<file path="src/design/pbm_pkg.sv">
package pbm_pkg;

    // Color channels handled side by side: red, green, blue
    localparam int LANES = 3;
    localparam int CH_W  = 8;

    // Blend mode codes
    localparam logic [1:0] MODE_NORMAL   = 2'd0;
    localparam logic [1:0] MODE_MULTIPLY = 2'd1;
    localparam logic [1:0] MODE_SCREEN   = 2'd2;
    localparam logic [1:0] MODE_OVERLAY  = 2'd3;

    // Configuration register indexes
    localparam int CFG_IDX_W = 8;
    localparam int CFG_DAT_W = 24;
    localparam logic [CFG_IDX_W-1:0] REG_BLEND_MODE = 8'd0;
    localparam logic [CFG_IDX_W-1:0] REG_OPACITY    = 8'd1;
    localparam logic [CFG_IDX_W-1:0] REG_KEY_ENABLE = 8'd2;
    localparam logic [CFG_IDX_W-1:0] REG_KEY_COLOUR = 8'd3;

    localparam logic [7:0] OPACITY_NONE = 8'd0;
    localparam logic [7:0] OPACITY_FULL = 8'd255;
    localparam logic [7:0] CH_MAX       = 8'd255;
    localparam logic [7:0] OVERLAY_SPLIT = 8'd128;

    // Stage load enables shared by all lanes
    typedef struct packed {
        logic s1;
        logic s2;
        logic s3;
        logic s4;
    } t_lane_ctl;

    // What one lane hands to the merging stage
    typedef struct packed {
        logic [7:0]  base;
        logic [7:0]  res;
        logic [16:0] base_prod;
        logic [16:0] res_prod;
    } t_lane_out;

endpackage

</file>
<file path="src/design/pbm_lane.sv">
module pbm_lane
    import pbm_pkg::*;
(
    input  logic       i_clk,
    input  t_lane_ctl  i_ctl,
    input  logic [1:0] i_blend_mode,
    input  logic [7:0] i_opacity,
    input  logic [7:0] i_base,
    input  logic [7:0] i_top,
    output t_lane_out  o_lane
);

    // Stage 1: operand product
    logic [16:0] r1_x, n1_x;
    logic        r1_inv, n1_inv;
    logic        r1_byp, n1_byp;
    logic [7:0]  r1_b, r1_t;
    // Stage 2: quotient estimate
    logic [9:0]  r2_q0;
    logic [16:0] r2_x;
    logic        r2_inv, r2_byp;
    logic [7:0]  r2_b, r2_t;
    // Stage 3: mode result
    logic [7:0]  r3_res, n3_res;
    logic [7:0]  r3_b;
    // Stage 4: mix products
    logic [16:0] r4_bp, r4_rp;
    logic [7:0]  r4_b, r4_res;

    logic [7:0]  nb, nt;
    logic [15:0] prod_plain, prod_inv;
    logic [17:0] est_sum;
    logic [18:0] rem;
    logic [9:0]  q_fix;

    // Pick the product that the mode divides by 255
    always_comb begin
        nb         = CH_MAX - i_base;
        nt         = CH_MAX - i_top;
        prod_plain = i_base * i_top;
        prod_inv   = nb * nt;
        n1_x       = '0;
        n1_inv     = 1'b0;
        n1_byp     = 1'b0;
        unique case (i_blend_mode)
            MODE_NORMAL: begin
                n1_byp = 1'b1;
            end
            MODE_MULTIPLY: begin
                n1_x = {1'b0, prod_plain};
            end
            MODE_SCREEN: begin
                n1_x   = {1'b0, prod_inv};
                n1_inv = 1'b1;
            end
            default: begin
                if (i_base < OVERLAY_SPLIT) begin
                    n1_x = {prod_plain, 1'b0};
                end else begin
                    n1_x   = {prod_inv, 1'b0};
                    n1_inv = 1'b1;
                end
            end
        endcase
    end

    always_ff @(posedge i_clk) begin
        if (i_ctl.s1) begin
            r1_x   <= n1_x;
            r1_inv <= n1_inv;
            r1_byp <= n1_byp;
            r1_b   <= i_base;
            r1_t   <= i_top;
        end
    end

    // Estimate x/255 as (x + x/256 + 1)/256, off by at most one
    assign est_sum = {1'b0, r1_x} + {9'd0, r1_x[16:8]} + 18'd1;

    always_ff @(posedge i_clk) begin
        if (i_ctl.s2) begin
            r2_q0  <= est_sum[17:8];
            r2_x   <= r1_x;
            r2_inv <= r1_inv;
            r2_byp <= r1_byp;
            r2_b   <= r1_b;
            r2_t   <= r1_t;
        end
    end

    // Correct the estimate from the signed remainder, then apply the mode
    always_comb begin
        rem = {2'b00, r2_x} - ({1'b0, r2_q0, 8'd0} - {9'd0, r2_q0});
        if (rem[18]) begin
            q_fix = r2_q0 - 10'd1;
        end else if (rem >= 19'd255) begin
            q_fix = r2_q0 + 10'd1;
        end else begin
            q_fix = r2_q0;
        end
        if (r2_byp) begin
            n3_res = r2_t;
        end else if (r2_inv) begin
            n3_res = CH_MAX - q_fix[7:0];
        end else begin
            n3_res = q_fix[7:0];
        end
    end

    always_ff @(posedge i_clk) begin
        if (i_ctl.s3) begin
            r3_res <= n3_res;
            r3_b   <= r2_b;
        end
    end

    // Weight base and mode result for the opacity mix
    always_ff @(posedge i_clk) begin
        if (i_ctl.s4) begin
            r4_bp  <= r3_b * (9'd256 - {1'b0, i_opacity});
            r4_rp  <= r3_res * ({1'b0, i_opacity} + 9'd1);
            r4_b   <= r3_b;
            r4_res <= r3_res;
        end
    end

    assign o_lane.base      = r4_b;
    assign o_lane.res       = r4_res;
    assign o_lane.base_prod = r4_bp;
    assign o_lane.res_prod  = r4_rp;

endmodule

</file>
<file path="src/design/pbm_merge.sv">
module pbm_merge
    import pbm_pkg::*;
(
    input  logic                       i_clk,
    input  logic                       i_en,
    input  logic [7:0]                 i_opacity,
    input  logic                       i_key_hit,
    input  t_lane_out [LANES-1:0]      i_lane,
    output logic [LANES-1:0][CH_W-1:0] o_pixel
);

    logic [LANES-1:0][CH_W-1:0] r_pixel, n_pixel;
    logic [LANES-1:0][9:0]      mix_sum;

    // Combine lane results: key pass-through, opacity ends, or mix
    always_comb begin
        for (int i = 0; i < LANES; i++) begin
            mix_sum[i] = {1'b0, i_lane[i].base_prod[16:8]}
                       + {1'b0, i_lane[i].res_prod[16:8]};
            if (i_key_hit || i_opacity == OPACITY_NONE) begin
                n_pixel[i] = i_lane[i].base;
            end else if (i_opacity == OPACITY_FULL) begin
                n_pixel[i] = i_lane[i].res;
            end else begin
                n_pixel[i] = mix_sum[i][7:0];
            end
        end
    end

    // Hold the finished pixel until it is taken
    always_ff @(posedge i_clk) begin
        if (i_en) begin
            r_pixel <= n_pixel;
        end
    end

    assign o_pixel = r_pixel;

endmodule

</file>
<file path="src/design/pixel_blend_mode_unit_top.sv">
// Composites a foreground RGB888 pixel over a background pixel with a selectable
// blend mode (normal, multiply, screen, overlay), optional color keying and an
// opacity mix. One pixel request is taken per clock while the output is not
// stalled; the three color channels run in separate lanes of a five-stage
// pipeline (product, divide-by-255 estimate, correction, mix products, merge and
// output register), and a stalled output only holds the stages that are full, so
// empty stages keep taking new requests. Configuration writes are taken every
// cycle and must only be made while the pipeline is empty.
module pixel_blend_mode_unit_top
    import pbm_pkg::*;
(
    input  logic                 i_clk,
    input  logic                 i_rst_n,
    // Configuration write channel
    input  logic                 i_cfg_valid,
    output logic                 o_cfg_ready,
    input  logic [CFG_IDX_W-1:0] i_cfg_index,
    input  logic [CFG_DAT_W-1:0] i_cfg_data,
    // Pixel request channel
    input  logic                 i_in_valid,
    output logic                 o_in_ready,
    input  logic [7:0]           i_base_red,
    input  logic [7:0]           i_base_green,
    input  logic [7:0]           i_base_blue,
    input  logic [7:0]           i_top_red,
    input  logic [7:0]           i_top_green,
    input  logic [7:0]           i_top_blue,
    // Result channel
    output logic                 o_out_valid,
    input  logic                 i_out_ready,
    output logic [7:0]           o_out_red,
    output logic [7:0]           o_out_green,
    output logic [7:0]           o_out_blue
);

    logic [1:0]  r_blend_mode;
    logic [7:0]  r_opacity;
    logic        r_key_enable;
    logic [23:0] r_key_colour;

    logic [4:0]  r_valid, n_valid;
    logic [4:0]  stage_en;
    logic [3:0]  r_key_hit;
    logic        key_now;
    t_lane_ctl   lane_ctl;

    logic [LANES-1:0][CH_W-1:0] base_in, top_in;
    t_lane_out [LANES-1:0]      lane_out;
    logic [LANES-1:0][CH_W-1:0] pixel_out;

    // Write configuration registers
    assign o_cfg_ready = 1'b1;

    always_ff @(posedge i_clk) begin
        if (!i_rst_n) begin
            r_blend_mode <= MODE_NORMAL;
            r_opacity    <= OPACITY_FULL;
            r_key_enable <= 1'b0;
            r_key_colour <= '0;
        end else if (i_cfg_valid) begin
            unique case (i_cfg_index)
                REG_BLEND_MODE: r_blend_mode <= i_cfg_data[1:0];
                REG_OPACITY:    r_opacity    <= i_cfg_data[7:0];
                REG_KEY_ENABLE: r_key_enable <= i_cfg_data[0];
                REG_KEY_COLOUR: r_key_colour <= i_cfg_data[23:0];
                default: ;
            endcase
        end
    end

    // Advance a stage when it is empty or the next one moves
    always_comb begin
        stage_en[4] = !r_valid[4] || i_out_ready;
        for (int k = 3; k >= 0; k--) begin
            stage_en[k] = !r_valid[k] || stage_en[k+1];
        end
        n_valid = r_valid;
        if (stage_en[0]) begin
            n_valid[0] = i_in_valid;
        end
        for (int k = 1; k < 5; k++) begin
            if (stage_en[k]) begin
                n_valid[k] = r_valid[k-1];
            end
        end
    end

    always_ff @(posedge i_clk) begin
        if (!i_rst_n) begin
            r_valid <= '0;
        end else begin
            r_valid <= n_valid;
        end
    end

    assign o_in_ready  = stage_en[0];
    assign o_out_valid = r_valid[4];

    // Flag keyed foreground pixels and carry the flag down the pipe
    assign key_now = r_key_enable
                  && ({i_top_red, i_top_green, i_top_blue} == r_key_colour);

    always_ff @(posedge i_clk) begin
        if (stage_en[0]) begin
            r_key_hit[0] <= key_now;
        end
        for (int k = 1; k < 4; k++) begin
            if (stage_en[k]) begin
                r_key_hit[k] <= r_key_hit[k-1];
            end
        end
    end

    assign lane_ctl.s1 = stage_en[0];
    assign lane_ctl.s2 = stage_en[1];
    assign lane_ctl.s3 = stage_en[2];
    assign lane_ctl.s4 = stage_en[3];

    assign base_in = {i_base_red, i_base_green, i_base_blue};
    assign top_in  = {i_top_red, i_top_green, i_top_blue};

    // One lane per color channel
    for (genvar g = 0; g < LANES; g++) begin : g_lane
        pbm_lane u_lane (
            .i_clk        (i_clk),
            .i_ctl        (lane_ctl),
            .i_blend_mode (r_blend_mode),
            .i_opacity    (r_opacity),
            .i_base       (base_in[g]),
            .i_top        (top_in[g]),
            .o_lane       (lane_out[g])
        );
    end

    pbm_merge u_merge (
        .i_clk     (i_clk),
        .i_en      (stage_en[4]),
        .i_opacity (r_opacity),
        .i_key_hit (r_key_hit[3]),
        .i_lane    (lane_out),
        .o_pixel   (pixel_out)
    );

    assign o_out_red   = pixel_out[2];
    assign o_out_green = pixel_out[1];
    assign o_out_blue  = pixel_out[0];

endmodule
</file>
<file path="config.mk">
export PLATFORM = sky130hd
export DESIGN_NAME = pixel_blend_mode_unit_top
export DESIGN_NICKNAME = d
export VERILOG_FILES = /design/src/design/pbm_pkg.sv /design/src/design/pbm_lane.sv /design/src/design/pbm_merge.sv /design/src/design/pixel_blend_mode_unit_top.sv
export SDC_FILE = /design/constraint.sdc
export NUM_CORES = 2
export LEC_CHECK = 0
export ABC_CLOCK_PERIOD_IN_PS = 7100
export BUFFER_PORTS_ARGS = -buffer_cell sky130_fd_sc_hd__buf_4
export CAP_MARGIN = 30
export CORE_MARGIN = 2
export CORE_UTILIZATION = 60
export CTS_CLUSTER_DIAMETER = 100
export DETAILED_ROUTE_END_ITERATION = 10
export HOLD_SLACK_MARGIN = 0.12
export PLACE_DENSITY = 0.82
export SYNTH_ARGS = -nofsm -noshare
export SYNTH_HDL_FRONTEND = slang
export SYNTH_SLANG_ARGS = --single-unit
</file>
<file path="constraint.sdc">
create_clock -name i_clk -period 7.1 [get_ports i_clk]
set_input_delay 0.355 -clock i_clk [delete_from_list [all_inputs] [get_ports i_clk]]
set_output_delay 0.355 -clock i_clk [all_outputs]
set_load 0.01 [all_outputs]
</file>
# Word level (Yosys, flattened, before mapping)
# Cells that the tools add are included.
# Widths: inputs -> output; s select.
[op_classes]
eq_ne = 7
n_mux = 31
reduce_logical = 20
mul = 12
n_lt_le_gt_ge = 6
add_sub_neg = 32
[op_table]
columns = ["cell", "n"]
rows = [
  ["$pmux 17 s3", 3],
  ["$mux 8", 18],
  ["$mul 8x8->16", 6],
  ["$sub 8x8->8 const A", 9],
  ["$ge 19x8->1 const B", 3],
  ["$sub 17x19->19", 3],
  ["$sub 18x10->19", 3],
  ["$add 17x9->18", 3],
  ["$add 18x1->18 const B", 3],
  ["$mul 8x17->16", 3],
  ["$mux 17", 3],
  ["$mul 8x9->16", 3],
  ["$add 8x1->8 const B", 3],
  ["$add 8x8->8", 3],
  ["$eq 24x24->1", 1],
  ["$lt 8x8->1 const B", 3],
  ["$sub 8x1->8 const B", 3],
  ["$eq 8x2->1 const B", 2],
  ["$logic_not 8->1", 2],
  ["$sub 9x8->10 const A", 1],
  ["$add 8x1->9 const B", 1],
  ["$eq 8x1->1 const B", 1],
  ["$eq 8x8->1 const B", 1],
  ["$reduce_and 2->1", 4],
  ["other kinds (9)", 23],
]
[word_totals]
wordCells = 171
register_bits = 496
input_bits = 85
output_inout_bits = 27

# Depth between registers and ports, before layout
[logic_depth]
word_depth = 8
depth_mapped = 23
mapped_depth_nobuf = 21

# By module
# A second synthesis with hierarchy kept.
[unflattened]
hier_cells = 5225
hier_area_um2 = 51553.2
[modules_own_cells]
columns = ["module", "seq_area_each_um2", "instances", "cells_per_inst", "area_per_inst_um2"]
rows = [
  ["pbm_lane (g_lane[2].u_lane)", 4384.2, 1, 1617, 15949.0],
  ["pbm_lane (g_lane[0].u_lane)", 4384.2, 1, 1577, 15726.3],
  ["pbm_lane (g_lane[1].u_lane)", 4384.2, 1, 1564, 15675.0],
  ["pbm_merge", 720.7, 1, 259, 2248.4],
  ["pixel_blend_mode_unit_top", 920.9, 1, 208, 1954.4],
]

# Worst setup path after synthesis
# Ideal clock, no wire load.
[synth_timing]
kind = "reg2reg"
startpoint = "register r_opacity[0]"
endpoint = "register g_lane[1].u_lane.r4_bp[15], data pin"
synth_period_minus_slack_ns = 5.601
path_stages_with_launch = 22
required_ns = 6.840
setup_slack_ns = 1.499
setup_ns = 0.260
arrival_ns = 5.341
path_buffers = 2
path_cell_list = "dfxtp_1 clkbuf_1 clkinv_1 ha_1 nand2_1 xor2_1 clkbuf_1 nand2_1 fa_1 fa_1 inv_1 fa_1 inv_1 fa_1 inv_1 ha_1 a21oi_1 nor2b_1 o41ai_1 o211ai_1 a21oi_1 xnor2_1"
[synth_via]
elab_chain_len = 2
[synth_lines]
columns = ["element", "line", "source"]
rows = [
  ["start: declaration", "pixel_blend_mode_unit_top.sv:37", "logic [7:0] r_opacity;"],
  ["start signal: assignment", "pixel_blend_mode_unit_top.sv:63", "REG_OPACITY: r_opacity <= i_cfg_data[7:0];"],
  ["$sub 9x8->10", "pbm_lane.sv:120", "r4_bp <= r3_b * (9'd256 - {1'b0, i_opacity});"],
  ["$mul 8x17->16", "pbm_lane.sv:120", ""],
  ["end signal: assignment", "pbm_lane.sv:120", ""],
  ["end: declaration", "pbm_lane.sv:27", "logic [16:0] r4_bp, r4_rp;"],
]
# Every way passes these cells.
# A chain may end at the register's enable or synchronous reset.

# Worst setup path after layout
[layout_timing]
startpoint = "register r_opacity[0]"
endpoint = "register g_lane[1].u_lane.r4_rp[15], data pin"
[layout_via]
elab_chain_len = 2
[layout_lines]
columns = ["element", "line", "source"]
rows = [
  ["$add 8x1->9", "pbm_lane.sv:121", "r4_rp <= r3_res * ({1'b0, i_opacity} + 9'd1);"],
  ["$mul 8x9->16", "pbm_lane.sv:121", ""],
  ["end signal: assignment", "pbm_lane.sv:121", ""],
  ["end: declaration", "pbm_lane.sv:27", ""],
]
# Every way passes these cells.

==> run metrics <==
Rel. slew slack=0.3218; die height=around 280 um; flops & latches, synth=448; main flop type after synthesis=edfxtp_1; crit share post-route=0.8392; DIE WIDTH=roughly 280 um; synth warn=0; DR pass1 iterations=6; # DRC=0; critical path's top delay family=adder cells; # hold bufs at CTS=27; Lkg Pwr=between 20 and 25 nW; grt total ovfl=0; worst skew pair latency=610 ps; Synth async-reset ratio=0; Critical Path Sink Type=flip-flop; Design Power=about 0.0089 W; largest net degree at the start of global routing=85; Routability Congestion=~0.9; status=complete, no violations; setup total negative slack=0 ps; Yosys cell types=79; area grow syn2layout=8.128%; Syn Area/Cell=9.760 um^2; CTS buffer count=50; antenna violations before repair=2; top flop regs=g_lane.u_lane.r1_x x51, g_lane.u_lane.r2_x x51, g_lane.u_lane.r2_q0 x30; Mapped Area=0.04718 mm^2; first-pass GRT wire length=about 180,000 um; Via-to-Cell Ratio=5.708; vias in the first global route=between 30k and 40k; Area after DPL=0.04909 mm^2; Cells after Synth=4,834; worst min-delay path class=in -> reg; CP peak stage delay=740 ps; EDFF count, synth=approximately 410; Power per Cell Area=~170 mW/mm^2; register area share after synthesis=0.2766; final setup vio count=0; crit path max fanout=17; pre-CTS WS=1136 ps; RSZ-0062 raised after global routing=no; Setup crit start kind=flip-flop; top sig layer=met4; DR WL/cell=about 18 um; fin area=0.05102 mm^2; Post-CTS Setup Inserts=0; Slew @ Worst Pin=approximately 1000 ps; fin crit period=a little under 6000 ps; die area=0.08089 mm^2; most used cell, CP=fa_1; CTS H-Tree Depth=2; synthesized net count=just under 6k; Final Max Tran Viols=0; Setup CP Type=reg -> reg; CP bufs+invs=4; Critical Path Slowest Stage Cell=xnor2_2; I/O pin count=approximately 110; met3 wire length=7712 um; Crit path arrival time=roughly 6300 ps; multi-input combinational cell area=a little over 0.03 mm^2; net count reported at finish=approximately 6k; Fill cells=around 6.0k; sum of net half-perimeters after detailed placement=around 81,000 um; share of layout cells above drive strength 1=0.06018; clk buf depth=3; fmax=~170 MHz; Register Area=0.01305 mm^2; maxcap violations=0; Final WS setup=1141 ps; CTS root buffer=clkbuf_16; DR vias=34.11k; Hold Fails Final Rpt=0; clock tree from TritonCTS=yes; Initial Utilization=0.6081; Max VDD drop=189.3 uV; Reg clk slew, reported paths=60 ps; Crit path required time=between 7000 and 8000 ps; Post-CTS Resized=0; Tot GR Track Use=0.2715; First DRT Iteration DRCs=~2.4k; clock sinks=between 400 and 500; WL met2=approximately 52,000 um; clock skew=just under 30 ps; critical path cell sequence=buf_4 -> ha_1 -> nand3_1 -> nor2_1 -> xnor2_2 -> buf_4 -> nor2b_1 -> fa_1 -> fa_1 -> fa_1 -> inv_1 -> fa_1 -> inv_1 -> ha_1 -> nor2b_1 -> o41ai_1 -> o211ai_1 -> a21oi_1 -> xnor2_1; M1 WL=roughly 45,000 um; Detail Route Antenna Nets=0; Core Area=between 0.07 and 0.08 mm^2; FP Rows=approximately 100; Final Routed Wirelength=roughly 110,000 um; Port Buffers=110
-- layout by cell type, fill, tap and decap left out, types with 60 or more instances in the layout --
cell type    n
a21oi_1    161
and2_1     407
buf_4      139
edfxtp_1   408
fa_1       465
ha_1       557
inv_1      761
nand2_1    369
nor2_1     324
nor2b_1    113
nor3_1      60
o21ai_0    152
xnor2_1    183
xor2_1      83
-- power breakdown --
group / switching [W] / total, W / internal, W
sequential: 0.0000840 / 0.00304 / 0.00295
clock: 0.00111 / 0.00255 / 0.00144
combinational: 0.00194 / 0.00333 / 0.00140
-- worst reg2reg max path, stage by stage, from the launching register on --
cell and delay (ps):
dfxtp_1 320, buf_4 200, ha_1 240, nand3_1 120, nor2_1 90, xnor2_2 740, buf_4 310, nor2b_1 80
fa_1 500, fa_1 500, fa_1 490, inv_1 50, fa_1 480, inv_1 50, ha_1 290, nor2b_1 160
o41ai_1 560, o211ai_1 250, a21oi_1 220, xnor2_1 80
-- per-stage QoR --
stage,utilization,hold WS [ps],std cells
6_report,0.6575,149.6,5976
5_1_grt,0.6574,135.5,5975
4_1_cts,0.6568,121.2,5973
3_5_place_dp,0.6326,404.5,5854
3_3_place_gp,0.6315,400.6,5850
2_1_floorplan,-,400.3,4834
-- path summary, 6_finish.rpt --
path	startpoint	endpoint	slack, ps	depth (start not counted)
worst max-delay path	r_opacity[0]$_SDFFE_PN1P_	g_lane[1].u_lane.r4_rp[15]$_DFFE_PP_	1140	19
worst min-delay path	i_base_red[6]	g_lane[2].u_lane.r1_b[6]$_DFFE_PP_	150	1
worst max register to register	r_opacity[0]$_SDFFE_PN1P_	g_lane[1].u_lane.r4_rp[15]$_DFFE_PP_	1140	19
worst min register to register	g_lane[2].u_lane.r1_t[2]$_DFFE_PP_	g_lane[2].u_lane.r2_t[2]$_DFFE_PP_	400	0
-- final cells by class --
cell class              count  area share
flip-flops and latches    448      0.2559
well taps                1040     0.02551
clock inverters            35    0.006131
inverters                 764     0.05621
repair buffers            172     0.02835
diodes                      1  0.00004905
multi-input cells        3459      0.6024
clock buffers              57     0.02543
-- synthesized netlist by cell type, types with 11 or more instances --
cell type | count | share of area
inv_1 | 762 | 0.061
ha_1 | 557 | 0.15
fa_1 | 465 | 0.20
edfxtp_1 | 408 | 0.26
and2_1 | 407 | 0.054
nand2_1 | 371 | 0.030
nor2_1 | 324 | 0.026
xnor2_1 | 189 | 0.035
a21oi_1 | 161 | 0.017
clkbuf_1 | 156 | 0.012
o21ai_0 | 152 | 0.016
nor2b_1 | 114 | 0.015
xor2_1 | 84 | 0.016
nor3_1 | 61 | 0.0065
nand3_1 | 52 | 0.0055
o21a_1 | 46 | 0.0073
dfxtp_1 | 40 | 0.017
o211ai_1 | 40 | 0.0064
a21o_1 | 37 | 0.0059
or2_2 | 36 | 0.0048
and3_1 | 33 | 0.0044
mux2i_1 | 31 | 0.0066
nand2b_1 | 31 | 0.0041
a21boi_0 | 26 | 0.0041
o21bai_1 | 23 | 0.0037
o22ai_1 | 21 | 0.0028
a2111oi_0 | 16 | 0.0030
a31oi_1 | 15 | 0.0020
nand4_1 | 15 | 0.0020
or3_1 | 15 | 0.0020
nor4_1 | 12 | 0.0016
o31ai_1 | 12 | 0.0019
o41ai_1 | 11 | 0.0020
-- kinds of logic (layout without fill, tap and decap cells) --
| kind of cell | after synthesis | after routing | synth area share |
|---|---|---|---|
| simple gates | 1503 | 1503 | 0.1612 |
| fa+ha+maj | 1022 | 1022 | 0.3450 |
| buf+inv | 927 | 1028 | 0.07383 |
| compound gates | 622 | 622 | 0.08428 |
| flops | 448 | 448 | 0.2766 |
| xor+xnor | 273 | 273 | 0.05068 |
| mux | 38 | 38 | 0.008327 |
| other cells | 1 | 2 | 0.00007948 |
-- layer usage --
| metal | track usage | up-vias |
|---|---|---|
| li1 | - | 15930 |
| met1 | 0.3610 | 16770 |
| met2 | 0.4571 | 1188 |
| met3 | 0.03925 | 221 |
| met4 | 0.09197 | 0 |
| met5 | 0 | - |
(Power assumes the default switching activity.)
